## src/rtl/ahp_priority_vector_macros.svh

```systemverilog
// Assertion macros shared by the priority vector RTL.
// Expects clk and rst_n in the scope of each use.
`ifndef AHP_PRIORITY_VECTOR_MACROS_SVH
`define AHP_PRIORITY_VECTOR_MACROS_SVH

// Consequent holds in the same cycle as the antecedent
`define AHP_ASSERT_NOW(lbl, ante, cons, msg) \
    lbl: assert property (@(posedge clk) disable iff (!rst_n) (ante) |-> (cons)) \
        else $error(msg);

// Consequent holds in the cycle after the antecedent
`define AHP_ASSERT_NEXT(lbl, ante, cons, msg) \
    lbl: assert property (@(posedge clk) disable iff (!rst_n) (ante) |=> (cons)) \
        else $error(msg);

`endif

```

## src/rtl/ahp_pkg.sv

```systemverilog
// Shared types and constants for the priority vector block.
// No dependencies; used by ahp_ctrl, ahp_dp and ahp_priority_vector.
package ahp_pkg;

    localparam int ELEM_W       = 24;
    localparam int SUM_W        = 28;
    localparam int SIZE_W       = 5;
    localparam int INDEX_W      = 4;
    localparam int WEIGHT_W     = 17;
    localparam int FRAC_W       = 16;
    localparam int MAX_SIZE_DEF = 16;

    localparam logic [SIZE_W-1:0]   SIZE_RESET = 5'd4;
    localparam logic [WEIGHT_W-1:0] WEIGHT_ONE = 17'h10000;

    typedef enum logic [7:0] {
        ST_LOAD  = 8'b0000_0001,
        ST_READ  = 8'b0000_0010,
        ST_EINIT = 8'b0000_0100,
        ST_EDIV  = 8'b0000_1000,
        ST_EACC  = 8'b0001_0000,
        ST_NINIT = 8'b0010_0000,
        ST_NDIV  = 8'b0100_0000,
        ST_EMIT  = 8'b1000_0000
    } ahp_state_t;

    // Controller to datapath
    typedef struct packed {
        logic load;
        logic read;
        logic elem_init;
        logic div_step;
        logic accum;
        logic norm_init;
        logic emit;
    } ahp_cmd_t;

    // Datapath to controller
    typedef struct packed {
        logic last_col;
        logic last_row;
        logic div_skip;
    } ahp_sts_t;

endpackage

```

## src/rtl/ahp_ctrl.sv

```systemverilog
// Sequencer for load, bit-serial divisions and weight output.
// Depends on ahp_pkg and ahp_priority_vector_macros.svh.
`include "ahp_priority_vector_macros.svh"

module ahp_ctrl
    import ahp_pkg::*;
#(
    parameter int MAX_SIZE = MAX_SIZE_DEF
)
(
    input  logic     clk,
    input  logic     rst_n,
    input  logic     start,
    output logic     busy,
    output logic     done,
    output ahp_cmd_t cmd,
    input  ahp_sts_t sts
);

    localparam int TW = WEIGHT_W + $clog2(MAX_SIZE);
    localparam int CW = $clog2(TW);

    ahp_state_t       state_reg, state_next;
    logic [CW-1:0]    step_reg, step_next;

    // Hold state and step count
    always_ff @(posedge clk or negedge rst_n)
    begin
        if (!rst_n)
        begin
            state_reg <= ST_LOAD;
            step_reg  <= '0;
        end
        else
        begin
            state_reg <= state_next;
            step_reg  <= step_next;
        end
    end

    // Decode next state and datapath commands
    always_comb
    begin
        state_next = state_reg;
        step_next  = step_reg;
        cmd        = '0;
        done       = 1'b0;
        case (state_reg)
            ST_LOAD:
            begin
                if (start)
                begin
                    cmd.load = 1'b1;
                    if (sts.last_row && sts.last_col)
                    begin
                        state_next = ST_READ;
                    end
                end
            end
            ST_READ:
            begin
                cmd.read   = 1'b1;
                state_next = ST_EINIT;
            end
            ST_EINIT:
            begin
                cmd.elem_init = 1'b1;
                step_next     = '0;
                state_next    = sts.div_skip ? ST_EACC : ST_EDIV;
            end
            ST_EDIV:
            begin
                cmd.div_step = 1'b1;
                step_next    = step_reg + 1'b1;
                if (step_reg == CW'(FRAC_W - 1))
                begin
                    state_next = ST_EACC;
                end
            end
            ST_EACC:
            begin
                cmd.accum  = 1'b1;
                state_next = sts.last_col ? ST_NINIT : ST_READ;
            end
            ST_NINIT:
            begin
                cmd.norm_init = 1'b1;
                step_next     = '0;
                state_next    = ST_NDIV;
            end
            ST_NDIV:
            begin
                cmd.div_step = 1'b1;
                step_next    = step_reg + 1'b1;
                if (step_reg == CW'(TW - 1))
                begin
                    state_next = ST_EMIT;
                end
            end
            ST_EMIT:
            begin
                cmd.emit   = 1'b1;
                done       = 1'b1;
                state_next = sts.last_row ? ST_LOAD : ST_READ;
            end
            default:
            begin
                state_next = ST_LOAD;
            end
        endcase
    end

    assign busy = (state_reg != ST_LOAD);

    `AHP_ASSERT_NEXT(a_last_word_idle, done && sts.last_row, !busy,
        "block not idle after final weight")
    `AHP_ASSERT_NEXT(a_final_elem_busy, start && !busy && sts.last_row && sts.last_col, busy,
        "final element did not start computation")
    `AHP_ASSERT_NEXT(a_div_length, (state_reg == ST_EDIV) && (step_reg != CW'(FRAC_W - 1)),
        state_reg == ST_EDIV, "element division ended early")

endmodule

```

## config.mk

```make
export PLATFORM = sky130hd
export DESIGN_NAME = ahp_ctrl
export DESIGN_NICKNAME = d
export VERILOG_FILES = /design/src/rtl/ahp_pkg.sv /design/src/rtl/ahp_ctrl.sv
export VERILOG_INCLUDE_DIRS = /design/src /design/src/rtl
export SDC_FILE = /design/constraint.sdc
export NUM_CORES = 1
export LEC_CHECK = 0
export BUFFER_PORTS_ARGS = -buffer_cell sky130_fd_sc_hd__buf_2
export CAP_MARGIN = 15
export CORE_MARGIN = 2
export CORE_UTILIZATION = 35
export DETAILED_ROUTE_END_ITERATION = 8
export GPL_TIMING_DRIVEN = 1
export PLACE_DENSITY_LB_ADDON = 0.2
export SYNTH_ARGS = -nofsm -noshare
export SYNTH_HDL_FRONTEND = slang
export SYNTH_SLANG_ARGS = --single-unit
export TNS_END_PERCENT = 5
```

## constraint.sdc

```tcl
create_clock -name clk -period 4.8 [get_ports clk]
set_input_delay 0 -clock clk [delete_from_list [all_inputs] [get_ports clk]]
set_output_delay 0 -clock clk [all_outputs]
set_load 0.02 [all_outputs]
```

Word level (Yosys, flattened, before mapping). Cells that the tools add are included.

Input port bits: 6. Word-level logic and storage cells: 40. RAM bits: 0. Latch bits: 0. Memories kept: 0. Bits in read-only memories: 0. Register bits: 13. Output and inout port bits: 9.

Divide/modulo/power cells: 0. $lt $le $gt $ge: 0. Multiplexer cells: 17. Equal/unequal tests: 15. Reductions and logical operators: 5. Shift operators: 0. Bitwise operators: 0. Multipliers: 0. Add/subtract/negate cells: 1.

Operators by type and width (count): case mux 8 bit (8 select lines) (1); two-way mux 8 bit (4); case mux 5 bit (2 select lines) (1); equality test 8 x 1 -> 1 bit, second input constant (1); equality test 8 x 2 -> 1 bit, second input constant (1); equality test 8 x 3 -> 1 bit, second input constant (1); equality test 8 x 4 -> 1 bit, second input constant (1); equality test 8 x 5 -> 1 bit, second input constant (1); equality test 8 x 6 -> 1 bit, second input constant (1); equality test 8 x 7 -> 1 bit, second input constant (1); equality test 8 bit, second input constant (1); two-way mux 1 bit (8); inequality test 2 bit, second input constant (4); inequality test 8 x 1 -> 1 bit, second input constant (1); two-way mux 6 bit (1); adder 5 x 1 -> 5 bit, second input constant (1); equality test 5 x 4 -> 1 bit, second input constant (1); equality test 5 bit, second input constant (1); two-way mux 5 bit (1); AND reduction 4 bit (1); OR reduction 2 bit (2); two-way mux 2 bit (1); nonzero test 2 bit (1); logical AND 1 bit (1).

Longest topological paths before layout.
Depth in word-level cells: 4. Depth in mapped cells: 7. Depth with buffers taken out: 7.

Worst setup path before layout. No wires, ideal clock.

Path type: register to output. Start: register state_reg[4]. End: output cmd[1] (netlist name). Buffers on the path: 1. Cell stages (with the launch flop): 5. Slack: 2.916 ns. Arrival time: 1.884 ns. Data required time: 4.800 ns. Path through: dfrtp_1 -> clkbuf_2 -> or4_4 -> or3_1 -> nor3b_1.

RTL lines: start, declared (line ahp_ctrl.sv:23) `ahp_state_t state_reg, state_next;`; start signal, assigned (line ahp_ctrl.sv:36) `state_reg <= state_next;`; end, declared (line ahp_ctrl.sv:16) `output ahp_cmd_t cmd,`.

==> impl_metrics.tcl <==
set metrics [dict create \
    worstSkewPairLatency_ns 0.27 \
    drt-initial-drc-count 15 \
    fp-row-count 18 \
    largest_reg_flops 8 \
    cts.clk_slew.worst_paths_ns 0.08 \
    syn_area_per_cell_sq_um 9.80 \
    grt_pass1_wl_um 3020 \
    hold_path_end "state_reg[0]$_DFFE_PN1P_" \
    diodes 0 \
    gp_congestion 0.820 \
    r2r-start "state_reg[6]$_DFFE_PN0P_" \
    multi_input_area_sq_um 493 \
    clock.fmax_mhz 489 \
    grt_overflow 0 \
    whs_ns 0.00985 \
    start_kind "flop" \
    layout-drive-gt1-share_pct 26.0 \
    nets 114 \
    fillCellCount 254 \
    criticalPathCategory "flop to output port" \
    grt_usage_pct 14.4 \
    min_path_cells 2 \
    crit_required_ns 4.80 \
    antenna_found_initial 0 \
    core_area_sq_mm 0.00243 \
    final_cell_mix "buf_2, dfrtp_1, inv_1" \
    drt-total-wl_um 1800 \
    areaGrowthSynthToFinish_pct 14.2 \
    place_ws_ns 2.93 \
    peakVddDrop_v 0.000217 \
    place_area_sq_um 961 \
    r2r_end "state_reg[7]$_DFFE_PN0P_" \
    cts_hold_buf 2 \
    setup_tns_ns 0 \
    yosys.area.top_type_share_pct 34.0 \
    regToRegSetupSlack_ns 2.92 \
    routed_via_density 5.30 \
    period_share_pct 42.6 \
    fin_crit_ns 2.04 \
    synth.distinct_cells 41 \
    vias 710 \
    cts_tree "yes" \
    io_pins 15 \
    pwr-share-clk_pct 17.4 \
    worstSetupEndpointType "output port" \
    final_area_sq_mm 0.00101 \
    layout_setup_ws_ns 2.76 \
    htree_levels 1 \
    io_buffer_count 14 \
    combPwrFrac_pct 42.2 \
    p_switching_uw 148 \
    firstDrtPassIters 4 \
    finClkSkew_ns 0.00145 \
    dieHeight_um 54.2 \
    arrival_ns 2.04 \
    cts_setup_buffers 0 \
    dp_hpwl_um 1350 \
    yosysWarnings 0 \
    synth_area_leaders "dfrtp_1, nor4_4, ha_1" \
    ys_seq_area_share_pct 37.0 \
    synthCells 90 \
    postRouteAntennaNets 0 \
    root_buffer "clkbuf_4" \
    hold_start "sts[1]" \
    worstHoldPathType "primary input to flop" \
    wl_per_cell_um 13.4 \
    r2r_cells 4 \
    yosysTopAreaCell "dfrtp_1" \
    leakagePower_uw 0.000469 \
    switching_share_pct 38.9 \
    final_common_cell "buf_2" \
    final_max_slew_viol_count 0 \
    ys_seq_elements 13 \
    dieArea_sq_mm 0.00294 \
    synthesis.area_sq_um 882 \
    ctsResizeCount 0 \
    max_slew.worst_pin.slew_ns 0.404 \
    syn_nets 99 \
    intPower_uw 233 \
    slew_headroom_pct 72.9 \
    rsz0062_at_grt "no" \
    clock-sinks 13 \
    status "complete, no violations" \
    hold_viol 0 \
    pwr-share-seq_pct 40.4 \
    path_max_fanout 6 \
    start_util_pct 36.3 \
    cts_made_buffers 3 \
    grt_max_degree 14 \
    powerDensity_mw_per_mm2 378 \
    die_w_um 54.2 \
    clockBufferDepth 2 \
    finalSetupViolations 0 \
    cap_violations 0 \
    route.detailed.drc 0 \
    seqCellArea_sq_um 327 \
    grt_pass1_vias 698 \
]
[area by class of cell]
type / instances / share of cell area [%]
inverters: 9 / 3.35
multi-input cells: 62 / 48.9
flip-flops and latches: 13 / 32.4
well taps: 30 / 3.73
repair buffers: 16 / 8.94
clock buffers: 4 / 2.61
[cell usage after synthesis, drive strengths merged]
cell and number:
a221o 2, and2 2, o22a 1, and3 2
or4b 1, a21oi 2, inv 9, nor3 5
nor2 4, and3b 1, and4 1, o21ai 3
nor4 5, nor2b 4, a21o 1, or3 1
clkbuf 4, o31ai 1, a22o 3, or4 2
xnor2 3, a221oi 1, ha 3, nand3 1
a311oi 1, buf 2, a211o 1, nand2b 2
or2b 2, mux2 1, or2 1, a31o 1
dfstp 1, nor3b 2, nand4b 1, dfrtp 12
and4b 1
[per-stage QoR]
stage / std cells / utilization, % / power, uW
detailed placement: 128 / 39.5 / 317
floorplan: 90 / - / 274
global placement: 128 / 39.5 / 315
finish: 134 / 41.4 / 381
global route: 134 / 41.4 / 413
CTS: 134 / 41.4 / 387
[power groups by stage]
stage / clock [uW] / sequential [uW] / combinational, uW
2_1_floorplan: 0 / 149 / 126
3_3_place_gp: 0 / 155 / 160
3_5_place_dp: 0 / 156 / 161
4_1_cts: 69.8 / 154 / 164
5_1_grt: 75.5 / 157 / 181
6_report: 66.2 / 154 / 161
[layer usage]
metal | GRT usage [%] | share of wire [%] | vias up
li1 | - | - | 358
met1 | 17.7 | 46 | 336
met2 | 23.7 | 49 | 12
met3 | 4.44 | 3.7 | 4
met4 | 5.00 | 1.4 | 0
met5 | 0 | 0 | -
[cells by family (layout without fill, tap and decap cells)]
kind of cell	after synthesis	after routing	share of synthesized area [%]
flops	13	13	37.0
mux	1	1	1.28
buf+inv	15	29	7.09
compound gates	17	17	15.6
xor+xnor	3	3	2.98
fa+ha+maj	3	3	4.26
simple gates	38	38	31.8
[how the worst max path moves through the flow]
stage,start,endpoint,slack (ns)
floorplan,state_reg[4]$_DFFE_PN0P_,cmd[1],2.92
global placement,state_reg[5]$_DFFE_PN0P_,state_reg[7]$_DFFE_PN0P_,2.89
detailed placement,state_reg[5]$_DFFE_PN0P_,state_reg[7]$_DFFE_PN0P_,2.93
CTS,state_reg[1]$_DFFE_PN0P_,cmd[1],2.73
global route,state_reg[1]$_DFFE_PN0P_,cmd[1],2.65
finish,state_reg[1]$_DFFE_PN0P_,cmd[1],2.76
[critical path, cell delays in order (launching register included)]
cell and delay (ns):
dfrtp_1 0.45, or4_4 0.61, or3_1 0.35, nor3b_1 0.17, buf_2 0.19
No activity file was read; power rests on OpenSTA's default activity.
